## src/rtl/form_urlencoded_decoder_unit_assert.svh

```systemverilog
// ----------------------------------------------------------------------------
// Assertion macros for the form-urlencoded decoder
// Clocked on clk, disabled while rst_n is low.
// ----------------------------------------------------------------------------
`ifndef FORM_URLENCODED_DECODER_UNIT_ASSERT_SVH
`define FORM_URLENCODED_DECODER_UNIT_ASSERT_SVH

// same-cycle implication
`define FUD_ASSERT_NOW(lbl, ante, cons, msg) \
  lbl: assert property (@(posedge clk) disable iff (!rst_n) (ante) |-> (cons)) \
    else $error(msg);

// next-cycle implication
`define FUD_ASSERT_NEXT(lbl, ante, cons, msg) \
  lbl: assert property (@(posedge clk) disable iff (!rst_n) (ante) |=> (cons)) \
    else $error(msg);

`endif

```

## src/rtl/fud_pkg.sv

```systemverilog
// ----------------------------------------------------------------------------
// fud_pkg
// Shared types, character codes and helpers of the form-urlencoded decoder.
// ----------------------------------------------------------------------------
package fud_pkg;

  localparam logic [7:0] CH_EQ    = 8'h3D;
  localparam logic [7:0] CH_AMP   = 8'h26;
  localparam logic [7:0] CH_PLUS  = 8'h2B;
  localparam logic [7:0] CH_PCT   = 8'h25;
  localparam logic [7:0] CH_SPACE = 8'h20;

  localparam int QDEPTH = 4;
  localparam int QPTR_W = $clog2(QDEPTH);
  localparam int QCNT_W = QPTR_W + 1;

  // results caused by one input byte: up to three, terminator only last
  typedef struct packed {
    logic [1:0]      cnt;
    logic [2:0][7:0] bytes;
    logic            term;
    logic            is_value;
  } run_t;

  typedef struct packed {
    logic full;
    logic empty;
  } q_stat_t;

  function automatic logic is_hex(input logic [7:0] c);
    is_hex = (c >= 8'h30 && c <= 8'h39) || (c >= 8'h61 && c <= 8'h66) ||
             (c >= 8'h41 && c <= 8'h46);
  endfunction

  function automatic logic [3:0] hex_nib(input logic [7:0] c);
    logic [7:0] v;
    if (c <= 8'h39) begin
      v = c - 8'h30;
    end else if (c >= 8'h61) begin
      v = c - 8'h57;
    end else begin
      v = c - 8'h37;
    end
    hex_nib = v[3:0];
  endfunction

endpackage

```

## src/rtl/fud_in_if.sv

```systemverilog
// ----------------------------------------------------------------------------
// fud_in_if
// Input channel: one raw byte or an end-of-string mark per transfer.
// ----------------------------------------------------------------------------
interface fud_in_if;
  logic       valid;
  logic       ready;
  logic [7:0] in_byte;
  logic       end_of_string;

  modport source (output valid, output in_byte, output end_of_string, input ready);
  modport sink   (input valid, input in_byte, input end_of_string, output ready);
endinterface

```

## src/rtl/fud_out_if.sv

```systemverilog
// ----------------------------------------------------------------------------
// fud_out_if
// Result channel: one decoded byte or token terminator per transfer.
// ----------------------------------------------------------------------------
interface fud_out_if;
  logic       valid;
  logic       ready;
  logic [7:0] out_byte;
  logic       token_end;
  logic       is_value;
  logic       last_of_run;

  modport source (output valid, output out_byte, output token_end, output is_value,
                  output last_of_run, input ready);
  modport sink   (input valid, input out_byte, input token_end, input is_value,
                  input last_of_run, output ready);
endinterface

```

## src/rtl/form_urlencoded_decoder_unit.sv

```systemverilog
// ----------------------------------------------------------------------------
// form_urlencoded_decoder_unit
// Form-urlencoded stream decoder: raw bytes in, decoded bytes and token
// terminators out.
// ----------------------------------------------------------------------------
// Takes one raw byte (or an end-of-string mark) per transfer and emits zero to
// three results for it: '+' decodes to space, '%' with two hex digits to the
// byte they spell, '=' and '&' end the token with a terminator, and an end
// mark flushes a pending escape literally and terminates the token. Input is
// accepted every cycle while the four-run queue has room; results leave one
// per cycle while the output is ready, so the sustained rate is set by the
// result count, the output register being the single point where results
// are serialized. An accepted byte's run is registered in the queue and then
// in the output register before its first result appears.
module form_urlencoded_decoder_unit import fud_pkg::*; (
  input  logic      clk,
  input  logic      rst_n,
  fud_in_if.sink    in_ch,
  fud_out_if.source out_ch
);

  logic    push, pop;
  run_t    push_run, head;
  q_stat_t q_stat;

  fud_front u_front (
    .clk      (clk),
    .rst_n    (rst_n),
    .in_ch    (in_ch),
    .q_stat   (q_stat),
    .push     (push),
    .push_run (push_run)
  );

  fud_queue u_queue (
    .clk      (clk),
    .rst_n    (rst_n),
    .push     (push),
    .push_run (push_run),
    .pop      (pop),
    .head     (head),
    .q_stat   (q_stat)
  );

  fud_back u_back (
    .clk    (clk),
    .rst_n  (rst_n),
    .head   (head),
    .q_stat (q_stat),
    .pop    (pop),
    .out_ch (out_ch)
  );

endmodule

```

## src/rtl/fud_front.sv

```systemverilog
// ----------------------------------------------------------------------------
// fud_front
// Accepts raw bytes, tracks escape state and token parity, and packs the
// results each byte causes into one run for the queue.
// ----------------------------------------------------------------------------
module fud_front import fud_pkg::*; (
  input  logic        clk,
  input  logic        rst_n,
  fud_in_if.sink      in_ch,
  input  q_stat_t     q_stat,
  output logic        push,
  output run_t        push_run
);

  localparam logic [1:0] PH_IDLE  = 2'd0;
  localparam logic [1:0] PH_PCT   = 2'd1;
  localparam logic [1:0] PH_DIGIT = 2'd2;

  logic [1:0] phase_r, phase_nxt, phase;
  logic [7:0] held_r, held_nxt;
  logic       par_r, par_nxt;
  logic       acc;

  logic [7:0] c;
  logic       pl_v, pl_t, pl_esc;
  logic [7:0] pl_b;
  logic       em_v, em_t;
  logic [7:0] em_b;
  logic [1:0] pc;

  assign in_ch.ready = !q_stat.full;
  assign acc         = in_ch.valid && in_ch.ready;
  assign c           = in_ch.in_byte;

  // ordinary byte handling
  always_comb begin
    pl_v   = 1'b1;
    pl_t   = 1'b0;
    pl_esc = 1'b0;
    pl_b   = c;
    if (c == CH_EQ || c == CH_AMP) begin
      pl_t = 1'b1;
      pl_b = 8'h00;
    end else if (c == CH_PLUS) begin
      pl_b = CH_SPACE;
    end else if (c == CH_PCT) begin
      pl_v   = 1'b0;
      pl_esc = 1'b1;
    end
  end

  always_comb begin
    // unused phase code reads as idle
    phase     = (phase_r == PH_PCT || phase_r == PH_DIGIT) ? phase_r : PH_IDLE;
    phase_nxt = PH_IDLE;
    held_nxt  = held_r;
    par_nxt   = par_r;
    pc        = 2'd0;
    em_v      = pl_v;
    em_t      = pl_t;
    em_b      = pl_b;
    if (in_ch.end_of_string) begin
      pc       = phase;
      em_v     = 1'b1;
      em_t     = 1'b1;
      em_b     = 8'h00;
      par_nxt  = 1'b0;
      held_nxt = 8'h00;
    end else begin
      case (phase)
        PH_PCT: begin
          if (is_hex(c)) begin
            held_nxt  = c;
            phase_nxt = PH_DIGIT;
            em_v      = 1'b0;
            em_t      = 1'b0;
          end else begin
            pc = 2'd1;
          end
        end
        PH_DIGIT: begin
          held_nxt = 8'h00;
          if (is_hex(c) && is_hex(held_r)) begin
            em_v = 1'b1;
            em_t = 1'b0;
            em_b = {hex_nib(held_r), hex_nib(c)};
          end else begin
            pc = 2'd2;
          end
        end
        default: begin
          pc = 2'd0;
        end
      endcase
      // plain byte path taken: may open an escape or end a token
      if (!(phase == PH_PCT && is_hex(c)) &&
          !(phase == PH_DIGIT && is_hex(c) && is_hex(held_r))) begin
        phase_nxt = pl_esc ? PH_PCT : PH_IDLE;
        par_nxt   = par_r ^ pl_t;
      end
    end
  end

  always_comb begin
    push_run.cnt      = pc + {1'b0, em_v};
    push_run.term     = em_t;
    push_run.is_value = par_r;
    push_run.bytes    = '0;
    case (pc)
      2'd0: begin
        push_run.bytes[0] = em_b;
      end
      2'd1: begin
        push_run.bytes[0] = CH_PCT;
        push_run.bytes[1] = em_b;
      end
      default: begin
        push_run.bytes[0] = CH_PCT;
        push_run.bytes[1] = held_r;
        push_run.bytes[2] = em_b;
      end
    endcase
  end

  assign push = acc && (push_run.cnt != 2'd0);

  always_ff @(posedge clk) begin
    if (!rst_n) begin
      phase_r <= PH_IDLE;
      held_r  <= 8'h00;
      par_r   <= 1'b0;
    end else if (acc) begin
      phase_r <= phase_nxt;
      held_r  <= held_nxt;
      par_r   <= par_nxt;
    end
  end

endmodule

```

## src/rtl/fud_queue.sv

```systemverilog
// ----------------------------------------------------------------------------
// fud_queue
// Small FIFO of result runs between the front and back parts.
// ----------------------------------------------------------------------------
module fud_queue import fud_pkg::*; (
  input  logic    clk,
  input  logic    rst_n,
  input  logic    push,
  input  run_t    push_run,
  input  logic    pop,
  output run_t    head,
  output q_stat_t q_stat
);

  run_t              mem_r [QDEPTH];
  logic [QPTR_W-1:0] wr_ptr_r, rd_ptr_r;
  logic [QCNT_W-1:0] cnt_r;

  assign q_stat.full  = (cnt_r == QCNT_W'(QDEPTH));
  assign q_stat.empty = (cnt_r == '0);
  assign head         = mem_r[rd_ptr_r];

  always_ff @(posedge clk) begin
    if (push) begin
      mem_r[wr_ptr_r] <= push_run;
    end
  end

  always_ff @(posedge clk) begin
    if (!rst_n) begin
      wr_ptr_r <= '0;
      rd_ptr_r <= '0;
      cnt_r    <= '0;
    end else begin
      if (push) begin
        wr_ptr_r <= wr_ptr_r + 1'b1;
      end
      if (pop) begin
        rd_ptr_r <= rd_ptr_r + 1'b1;
      end
      if (push && !pop) begin
        cnt_r <= cnt_r + 1'b1;
      end else if (pop && !push) begin
        cnt_r <= cnt_r - 1'b1;
      end
    end
  end

endmodule

```

## src/rtl/fud_back.sv

```systemverilog
// ----------------------------------------------------------------------------
// fud_back
// Unpacks queued runs into single results, one per cycle while the output
// is ready, into the output register.
// ----------------------------------------------------------------------------
`include "form_urlencoded_decoder_unit_assert.svh"

module fud_back import fud_pkg::*; (
  input  logic     clk,
  input  logic     rst_n,
  input  run_t     head,
  input  q_stat_t  q_stat,
  output logic     pop,
  fud_out_if.source out_ch
);

  logic       out_valid_r;
  logic [7:0] out_byte_r;
  logic       token_end_r, is_value_r, last_r;
  logic [1:0] idx_r;
  logic       ld, last;
  logic [7:0] sel_b;

  assign ld   = !q_stat.empty && (!out_valid_r || out_ch.ready);
  assign last = (idx_r == head.cnt - 2'd1);
  assign pop  = ld && last;

  always_comb begin
    case (idx_r)
      2'd0:    sel_b = head.bytes[0];
      2'd1:    sel_b = head.bytes[1];
      default: sel_b = head.bytes[2];
    endcase
  end

  always_ff @(posedge clk) begin
    if (!rst_n) begin
      out_valid_r <= 1'b0;
      idx_r       <= 2'd0;
    end else begin
      if (ld) begin
        out_valid_r <= 1'b1;
        idx_r       <= last ? 2'd0 : idx_r + 2'd1;
      end else if (out_ch.ready) begin
        out_valid_r <= 1'b0;
      end
    end
  end

  always_ff @(posedge clk) begin
    if (ld) begin
      out_byte_r  <= sel_b;
      token_end_r <= head.term && last;
      is_value_r  <= head.is_value;
      last_r      <= last;
    end
  end

  assign out_ch.valid       = out_valid_r;
  assign out_ch.out_byte    = out_byte_r;
  assign out_ch.token_end   = token_end_r;
  assign out_ch.is_value    = is_value_r;
  assign out_ch.last_of_run = last_r;

  `FUD_ASSERT_NOW(a_term_is_last, out_valid_r && token_end_r, last_r, "terminator not last of run")
  `FUD_ASSERT_NOW(a_term_zero, out_valid_r && token_end_r, out_byte_r == 8'h00, "terminator carries data")
  `FUD_ASSERT_NOW(a_idx_in_run, !q_stat.empty, idx_r < head.cnt, "run index beyond run length")
  `FUD_ASSERT_NEXT(a_idx_wraps, pop, idx_r == 2'd0, "run index not rewound after pop")

endmodule
```

## src/flat_wrapper.sv

```systemverilog
// flat-port wrapper written by rule: the top's interface ports become plain ports
module form_urlencoded_decoder_unit_flat import fud_pkg::*;
  (clk, rst_n, in_ch_valid, in_ch_in_byte, in_ch_end_of_string, in_ch_ready, out_ch_valid, out_ch_out_byte, out_ch_token_end, out_ch_is_value, out_ch_last_of_run, out_ch_ready);
  fud_in_if in_ch_i ();
  fud_out_if out_ch_i ();
  input  logic clk;
  input  logic rst_n;
  input wire logic [$bits(in_ch_i.valid)-1:0] in_ch_valid;
  input wire logic [$bits(in_ch_i.in_byte)-1:0] in_ch_in_byte;
  input wire logic [$bits(in_ch_i.end_of_string)-1:0] in_ch_end_of_string;
  output wire logic [$bits(in_ch_i.ready)-1:0] in_ch_ready;
  output wire logic [$bits(out_ch_i.valid)-1:0] out_ch_valid;
  output wire logic [$bits(out_ch_i.out_byte)-1:0] out_ch_out_byte;
  output wire logic [$bits(out_ch_i.token_end)-1:0] out_ch_token_end;
  output wire logic [$bits(out_ch_i.is_value)-1:0] out_ch_is_value;
  output wire logic [$bits(out_ch_i.last_of_run)-1:0] out_ch_last_of_run;
  input wire logic [$bits(out_ch_i.ready)-1:0] out_ch_ready;
  assign in_ch_i.valid = in_ch_valid;
  assign in_ch_i.in_byte = in_ch_in_byte;
  assign in_ch_i.end_of_string = in_ch_end_of_string;
  assign in_ch_ready = in_ch_i.ready;
  assign out_ch_valid = out_ch_i.valid;
  assign out_ch_out_byte = out_ch_i.out_byte;
  assign out_ch_token_end = out_ch_i.token_end;
  assign out_ch_is_value = out_ch_i.is_value;
  assign out_ch_last_of_run = out_ch_i.last_of_run;
  assign out_ch_i.ready = out_ch_ready;
  form_urlencoded_decoder_unit u_core (.clk(clk), .rst_n(rst_n), .in_ch(in_ch_i), .out_ch(out_ch_i));
endmodule
```

## config.mk

```make
export PLATFORM = sky130hd
export DESIGN_NAME = form_urlencoded_decoder_unit_flat
export DESIGN_NICKNAME = d
export VERILOG_FILES = /design/src/rtl/fud_pkg.sv /design/src/rtl/fud_in_if.sv /design/src/rtl/fud_out_if.sv /design/src/rtl/form_urlencoded_decoder_unit.sv /design/src/rtl/fud_front.sv /design/src/rtl/fud_queue.sv /design/src/rtl/fud_back.sv /design/src/flat_wrapper.sv
export VERILOG_INCLUDE_DIRS = /design/src /design/src/rtl
export SDC_FILE = /design/constraint.sdc
export NUM_CORES = 1
export LEC_CHECK = 0
export BUFFER_PORTS_ARGS = -buffer_cell sky130_fd_sc_hd__buf_4
export CAP_MARGIN = 0
export CELL_PAD_IN_SITES_DETAIL_PLACEMENT = 2
export CELL_PAD_IN_SITES_GLOBAL_PLACEMENT = 2
export CORE_MARGIN = 4
export CORE_UTILIZATION = 49
export CTS_CLUSTER_DIAMETER = 200
export DETAILED_ROUTE_END_ITERATION = 7
export MAX_ROUTING_LAYER = met4
export PLACE_DENSITY = 0.86
export SYNTH_ARGS = -nofsm -noshare
export SYNTH_HDL_FRONTEND = slang
export SYNTH_HIERARCHICAL = 1
export SYNTH_SLANG_ARGS = --single-unit
```

## constraint.sdc

```tcl
create_clock -name clk -period 10 [get_ports clk]
set_clock_uncertainty 0.05 [all_clocks]
set_input_delay 2 -clock clk [delete_from_list [all_inputs] [get_ports clk]]
set_output_delay 2 -clock clk [all_outputs]
set_load 0.1 [all_outputs]
```

# --- Word-level counts from Yosys, hierarchy flattened ---
# Memories as Yosys holds them, arrays and structs flattened. A register that Yosys moved wholly into a read port is not among the register bits.
# Cells that the tools add are included.
# Widths: inputs -> output; s select.
word_totals:
  in_bits: 13
  latchBits: 0
  regBits: 32
  out_inout_bits: 13
  mem_bits_rw: 112
  romBits: 0
  memories: 1
mem_list:
  columns: ["memory", "words", "width", "read_ports", "rd_clocked_by_memory_dff", "write_ports", "line_no", "source"]
  rows:
  - ["u_core.u_queue.mem_r", 4, 28, 1, 1, 1, "fud_queue.sv:15", "run_t mem_r [QDEPTH];"]
classes:
  mul: 0
  div_mod_pow: 0
  shifts: 0
  n_eq_ne: 13
  addsub: 13
  reduce_logical: 43
  n_lt_le_gt_ge: 12
  mux: 52
  n_bitwise: 1
op_table:
  columns: ["op", "n"]
  rows:
  - ["$mux 8", 9]
  - ["$pmux 8 s2", 3]
  - ["$eq 8x6->1 const B", 4]
  - ["$ge 8x7->1 const B", 4]
  - ["$le 8x7->1 const B", 4]
  - ["$mux 1", 21]
  - ["$mux 2", 10]
  - ["$logic_and 1x1->1", 18]
  - ["$ge 8x6->1 const B", 2]
  - ["$le 8x6->1 const B", 2]
  - ["$mux 4", 4]
  - ["$sub 4x3->4 const B", 4]
  - ["$eq 2x1->1 const B", 4]
  - ["$reduce_bool 2->1", 4]
  - ["$sub 4x1->4 const B", 2]
  - ["$logic_not 1->1", 7]
  - ["$logic_or 1x1->1", 7]
  - ["$add 2x1->2 const B", 3]
  - ["$mux 3", 2]
  - ["$eq 2x2->1 const B", 2]
  - ["$logic_not 2->1", 2]
  - ["$pmux 1 s2", 2]
  - ["$pmux 2 s2", 1]
  - ["$add 3x1->3 const B", 1]
  - ["other kinds (12)", 12]

# --- Logic depth before layout (Yosys ltp) ---
# Gate-level depths: netlist of run 1.
logic_depth:
  depth_word: 15
  depth_mapped: 18
  mapped_depth_nobuf: 18

# --- Hierarchy ---
# Netlist of run 1, hierarchy kept.
by_module_without_submodules:
  columns: ["module", "seq_area_each_um2", "cells_each", "area_each_um2", "n_inst"]
  rows:
  - ["fud_queue", 3543.4, 189, 4535.6, 1]
  - ["fud_front", 220.2, 204, 1486.4, 1]
  - ["fud_back", 390.4, 62, 663.1, 1]

# --- Least setup slack after synthesis of run 1 ---
# No wires, ideal clock.
synth_timing:
  kind: "input-to-reg"
  start: "input port in_ch_in_byte[0]"
  end: "register u_core.u_queue.cnt_r[2]"
  arrival_time_ns: 5.868
  n_path_buf: 0
  cell_stages: 16
  setup_time_ns: 0.076
  path_slack_ns: 4.006
  t_required_ns: 9.874
  cell_sequence: "inv_1 > ha_1 > nor4b_1 > a2111o_1 > or2_2 > a211oi_1 > o21ai_0 > ha_1 > o311ai_0 > nor3b_1 > ha_1 > inv_1 > fa_1 > xor2_1 > or3_1 > a21boi_0"
synth_lines:
  columns: ["element", "line_no", "source"]
  rows:
  - ["from (decl)", "flat_wrapper.sv:9", "input wire logic [$bits(in_ch_i.in_byte)-1:0] in_ch_in_byte;"]
  - ["to (signal assigned)", "fud_queue.sv:42", "cnt_r <= cnt_r + 1'b1;"]
  - ["to (signal assigned)", "fud_queue.sv:44", "cnt_r <= cnt_r - 1'b1;"]
  - ["to (decl)", "fud_queue.sv:17", "logic [QCNT_W-1:0] cnt_r;"]

==> run summary, run 1 <==
status: complete, no violations
hold crit path type: reg -> reg
Pwr Total: 1.998 mW
n_diodes: 0
# setup viols final: 0
Post-synth EDFFs: 123
CTS root buf: clkbuf_16
CTS sink cnt: 146
Adder-Cell Fraction of Synth Area: 0.03481
Setup TNS: 0 ns
cell area after synthesis: 6685 µm²
vias per cell: 6.720
max cap viols: 0
maximum vdd ir drop: 0.1173 mV
Fmax: 0.1487 GHz
Die Area: 15,580 µm²
post_cts resized: 0
post-route cell area: 7551 µm²
critical path arrival: 7.03 ns
global placer's final weighted congestion: 0.8815
vias in the first global route: 4,862
Layout Area Growth over Synthesis: 12.95%
post-detail-place hpwl: 14.04 mm
CP Max Fanout: 9
I/O Buffers: 25
initial antenna violation count: 0
Ys Warns: 6
unrepaired setup endpoints after global routing: false
Worst Setup Start Kind: input pin
most common cell after layout, fill and taps aside: edfxtp_1
I/O pins: 26
Final Routed Wirelength: 22.53 mm
Final Worst Setup Slack: 3.276 ns
Worst-path clk slew: 0.06 ns
Die Width: 124.8 µm
GRT Overall Usage: 0.3087
post-synth cell types: 68
Simple-Gate Fraction of Synth Area: 0.09957
cell count after synthesis: 455
H-tree levels: 4
WS Path Type: in -> reg
TritonCTS clock tree: done
cell mode on critical path: ha_1
Period minus WS final: 6.724 ns
ratio of final minimum period to clock period: 0.6724
Critical Path End Type: register
mux contribution to synthesized area: 0.1065
Starting Density: 0.5028
Post-Syn Nets: 486
Seq/Total Area, Yosys: 0.6214
Pwr per Cell Area: 264.6 nW/µm²
first-pass GRT wire length: 34.21 mm
1st-pass router iterations: 5
Final ANT Viol Nets: 0
Synth Register Bits: 146
Post-DP Area: 7017 µm²
Main synth FF type: edfxtp_1
CTS Hold Bufs: 0
Core Area: 13,300 µm²
Worst Tran Pin Value: 1.287 ns
pre-CTS setup slack: 3.155 ns
row count: 42
Required @ worst endpoint: 10.30 ns
Die Span Y: 124.8 µm
pin count of the biggest net entering global routing: 29
cell at the slowest stage of the critical path: nor3b_1
final slew viol count: 0
most frequent cells in the layout: 123 x edfxtp_1, 32 x nand2_1, 31 x buf_4, 22 x dfxtp_1, 21 x inv_1
Crit path largest cell delay: 0.77 ns
CTS Buf Count: 17
share of cells above drive strength 1: 0.1727
nets: 517
drt initial violations: 564
asr flop ratio synth: 0
Hold Fails Final Rpt: 0
crit path cell chain: buf_4 > inv_1 > ha_1 > nor4b_1 > a2111o_1 > or2_2 > a211oi_1 > o21ai_0 > ha_1 > o311ai_0 > nor3b_1 > ha_1 > inv_1 > fa_1 > xor2_1 > or3_1 > a21boi_0
Pleak: 2.607 nW
Avg Synthesized Cell Area: 14.69 µm²
clock latency on the worst-skew pair: 0.43 ns
Post-CTS Setup Bufs: 0
slew margin rel.: 0.1366
clk buf depth: 2
total number of vias: 4,529
Synth Area in Compound Gates: 0.09657
fill count: 1,176
largest family of logic cells by synthesized area: multiplexers
Routed wire per std cell: 33.43 µm
Residual DRC: 0
grt ovf: 0
post-synthesis xor/xnor area fraction: 0.01048
power breakdown:
part           switching (mW)  internal [mW]
clock network           0.242          0.361
logic                   0.410          0.166
registers              0.0588          0.761
final cells by class:
cell class                 instances  area [µm²]  area share
clock buffer                      22       444.2     0.05882
clock inverter                     9       90.09     0.01193
inverter                          22       82.58     0.01094
multi-input combinational        268        2326      0.3080
sequential                       146        4155      0.5503
tap                              176       220.2     0.02916
timing repair buffer              31       232.7     0.03082
cells in the mapped netlist, drive strengths merged (7+ instances only):
cell	count	share of area
a22oi	9	0.010
nor2	14	0.0079
mux4	28	0.099
clkbuf	10	0.0056
and2	12	0.011
a21oi	13	0.0097
buf	9	0.013
nand3	17	0.013
o21ai	15	0.011
edfxtp	123	0.55
nor2b	7	0.0066
inv	21	0.012
ha	17	0.032
nand2	32	0.018
dfxtp	23	0.069
a21boi	10	0.011
routing by layer:
layer  up-vias  share of wire  GRT usage
met1      2385           0.40     0.3994
li1       1845              -          -
met2       244           0.51     0.5019
met4         0          0.027     0.1051
met5         -              0          -
met3        55          0.060    0.04717
critical path, delay by kind of cell:
family                     cells  cell delay, ns
AOI/OAI and AO/OA              5            1.42
buffers and inverters          3            0.30
xor gates and xnor gates       1            0.16
and+or+nand+nor                4            1.65
adders and majority gates      4            1.48
logic make-up (layout without fill, tap and decap cells):
family	after synthesis	count (layout)
flip-flops	146	146
AND/OR/NAND/NOR	120	120
AO/OA/AOI/OAI	89	89
buffers and inverters	41	84
multiplexers	33	33
adder cells (fa/ha/maj)	18	18
XOR/XNOR	8	8
worst paths after layout:
| path | end | start | cells past startpoint | slack [ns] |
|---|---|---|---|---|
| setup / recovery | u_core/u_queue/cnt_r[2] | in_ch_in_byte[0] | 17 | 3.28 |
| hold / removal | u_core/u_queue/cnt_r[2] | u_core/u_queue/cnt_r[2] | 2 | 0.51 |
| setup reg to reg | u_core/u_queue/cnt_r[2] | u_core/u_front/phase_r[0] | 13 | 5.52 |
| hold reg to reg | u_core/u_queue/cnt_r[2] | u_core/u_queue/cnt_r[2] | 2 | 0.51 |
stage by stage:
step | instances | hold WS [ns] | util
2_1_floorplan | 455 | 0.4156 | -
3_5_place_dp | 643 | 0.4934 | 0.5278
4_1_cts | 674 | 0.5110 | 0.5679
6_report | 674 | 0.5097 | 0.5679
3_3_place_gp | 643 | 0.4354 | 0.5278
5_1_grt | 674 | 0.5590 | 0.5679
registers in the layout, indices dropped and copies added (netlist names), named ones only:
register	count
u_core/u_queue/mem_r	112
u_core/u_back/out_ch.out_byte	8
u_core/u_front/held_r	8
u_core/u_queue/cnt_r	3
u_core/u_back/idx_r	2
u_core/u_front/phase_r	2
u_core/u_queue/rd_ptr_r	2
u_core/u_queue/wr_ptr_r	2
u_core/u_back/out_ch.is_value	1
u_core/u_back/out_ch.last_of_run	1
u_core/u_back/out_ch.token_end	1
u_core/u_back/out_ch.valid	1
u_core/u_front/par_r	1
Power figures use the tool's default switching activity.
==> run 2: changes to the inputs <==
Settings changed: CORE_UTILIZATION 49 to 45, PLACE_DENSITY 0.86 to 0.8.
Clock period 10 ns to 6.64 ns, I/O delays scaled along.
==> run summary, run 2 (same netlist as run 1, synthesis figures left out) <==
max FFs per register: 112
Worst-path clk slew: 0.06 ns
Placed Cells: 651
post-detail-place hpwl: 13.05 mm
final slew viol count: 0
Top Usage Layer GRT: met2
pin count of the biggest net entering global routing: 29
CP delay by family, top: simple AND/OR/NAND/NOR gates
Fmax: 0.1715 GHz
critical path arrival: 6.13 ns
crit path cell chain: buf_4 > inv_1 > ha_1 > nor4b_1 > a2111o_1 > or2_2 > a211oi_1 > o21ai_0 > ha_1 > o311ai_0 > nor3b_1 > ha_1 > inv_1 > fa_1 > xor2_1 > or3_1 > a21boi_0
most common cell after layout, fill and taps aside: edfxtp_1
global-route met1 utilization: 0.3336
Post-CTS Setup Bufs: 0
CTS sink cnt: 146
Final Routed Wirelength: 21.25 mm
Comb pwr share: 0.273
maximum vdd ir drop: 0.1878 mV
status: complete, no violations
met2 Use GR: 0.4613
cell at the slowest stage of the critical path: nor3b_1
Die Width: 129.9 µm
CP Max Fanout: 9
nets: 517
vias in the first global route: 4,830
internal power: 2.059 mW
share of cells above drive strength 1: 0.1904
hold crit path type: reg -> reg
Pleak: 2.644 nW
Critical Path End Type: register
Worst Setup Start Kind: input pin
Biggest register: u_core/u_queue/mem_r
drt initial violations: 460
Period minus WS final: 5.829 ns
crit path buf inv count: 3
Net Sw Power: 1.095 mW
Required @ worst endpoint: 6.94 ns
WS Path Type: in -> reg
Setup TNS: 0 ns
Pwr per Cell Area: 411.4 nW/µm²
# setup viols final: 0
1st-pass router iterations: 5
vias per cell: 6.442
Final ANT Viol Nets: 0
Starting Density: 0.4600
R2R setup slack: 2.39 ns
cell mode on critical path: ha_1
n_diodes: 0
Residual DRC: 0
first-pass GRT wire length: 31.84 mm
Non-Filler Instances: 683
GRT Overall Usage: 0.2736
slew margin rel.: 0.1216
Hold Fails Final Rpt: 0
CTS Hold Bufs: 0
fill count: 1,326
clock power share: 0.337
max cap viols: 0
most frequent cells in the layout: 123 x edfxtp_1, 32 x nand2_1, 31 x buf_4, 22 x dfxtp_1, 21 x inv_1
Layout Area Growth over Synthesis: 14.69%
sequential share of power: 0.389
worst hold slack: 0.4882 ns
sw frac: 0.3472
global placer's final weighted congestion: 0.8622
clock latency on the worst-skew pair: 0.43 ns
total number of vias: 4,400
Worst Tran Pin Value: 1.310 ns
ratio of final minimum period to clock period: 0.8779
H-tree levels: 4
Die Span Y: 129.9 µm
CTS root buf: clkbuf_16
grt ovf: 0
row count: 44
unrepaired setup endpoints after global routing: false
I/O pins: 26
Crit path largest cell delay: 0.67 ns
TritonCTS clock tree: done
Routed wire per std cell: 31.12 µm
clk buf depth: 2
Core Area: 14,530 µm²
initial antenna violation count: 0
CTS Buf Count: 17
Die Area: 16,870 µm²
I/O Buffers: 25
post_cts resized: 0
GRT met3 Usage: 0.05076
[run 2: changes by cell type in the layout (fill, tap and decap cells not counted), sizes merged]
cell | before | now
clkbuf | 22 | 17
clkinvlp | 0 | 5
bufinv | 2 | 5
clkinv | 8 | 6
[run 2: final timing paths]
path                                 start                       to  depth (start not counted)
setup / recovery          in_ch_in_byte[0]  u_core/u_queue/cnt_r[2]                         17
setup reg to reg  u_core/u_front/held_r[1]  u_core/u_queue/cnt_r[2]                         13
hold reg to reg    u_core/u_queue/cnt_r[2]  u_core/u_queue/cnt_r[2]                          2
hold / removal     u_core/u_queue/cnt_r[2]  u_core/u_queue/cnt_r[2]                          2
[run 2: worst min-delay path, stage by stage (launching register included)]
cell and delay (ns):
dfxtp_1 0.34, o21ai_0 0.08, a21boi_0 0.07
[run 2: area by class of cell]
| class | instances | area [µm²] | share of cell area |
|---|---|---|---|
| Clock buffer | 17 | 425.4 | 0.05548 |
| Inverter | 22 | 82.58 | 0.01077 |
| Tap cell | 184 | 230.2 | 0.03003 |
| Timing Repair Buffer | 31 | 232.7 | 0.03035 |
| Multi-Input combinational cell | 268 | 2326 | 0.3034 |
| Clock inverter | 15 | 215.2 | 0.02807 |
| Sequential cell | 146 | 4155 | 0.5419 |
[run 2: power groups by stage]
stage                     clock [mW]  sequential, mW  combinational [mW]
final                           1.06            1.23               0.862
after global routing            1.12            1.24               0.911
after CTS                       1.08            1.23               0.874
after detailed placement           0            1.25               0.848
after global placement             0            1.22               0.801
after floorplan                    0            1.47               0.378
[run 2: stage by stage]
stage	total power [mW]	setup WS, ns	util	cell area (µm²)
finish	3.155	0.8107	0.5275	7667
global route	3.273	0.5024	0.5275	7667
CTS	3.189	0.8057	0.5275	7667
detailed placement	2.093	0.5284	0.4835	7027
global placement	2.026	0.8786	0.4835	7027
floorplan	1.849	1.318	-	6685
[run 2: routing by layer]
layer  vias up  wire (µm)
met2       211      11030
li1       1848          -
met4         0        569
met1      2288       8443
met5         -          0
met3        53       1216
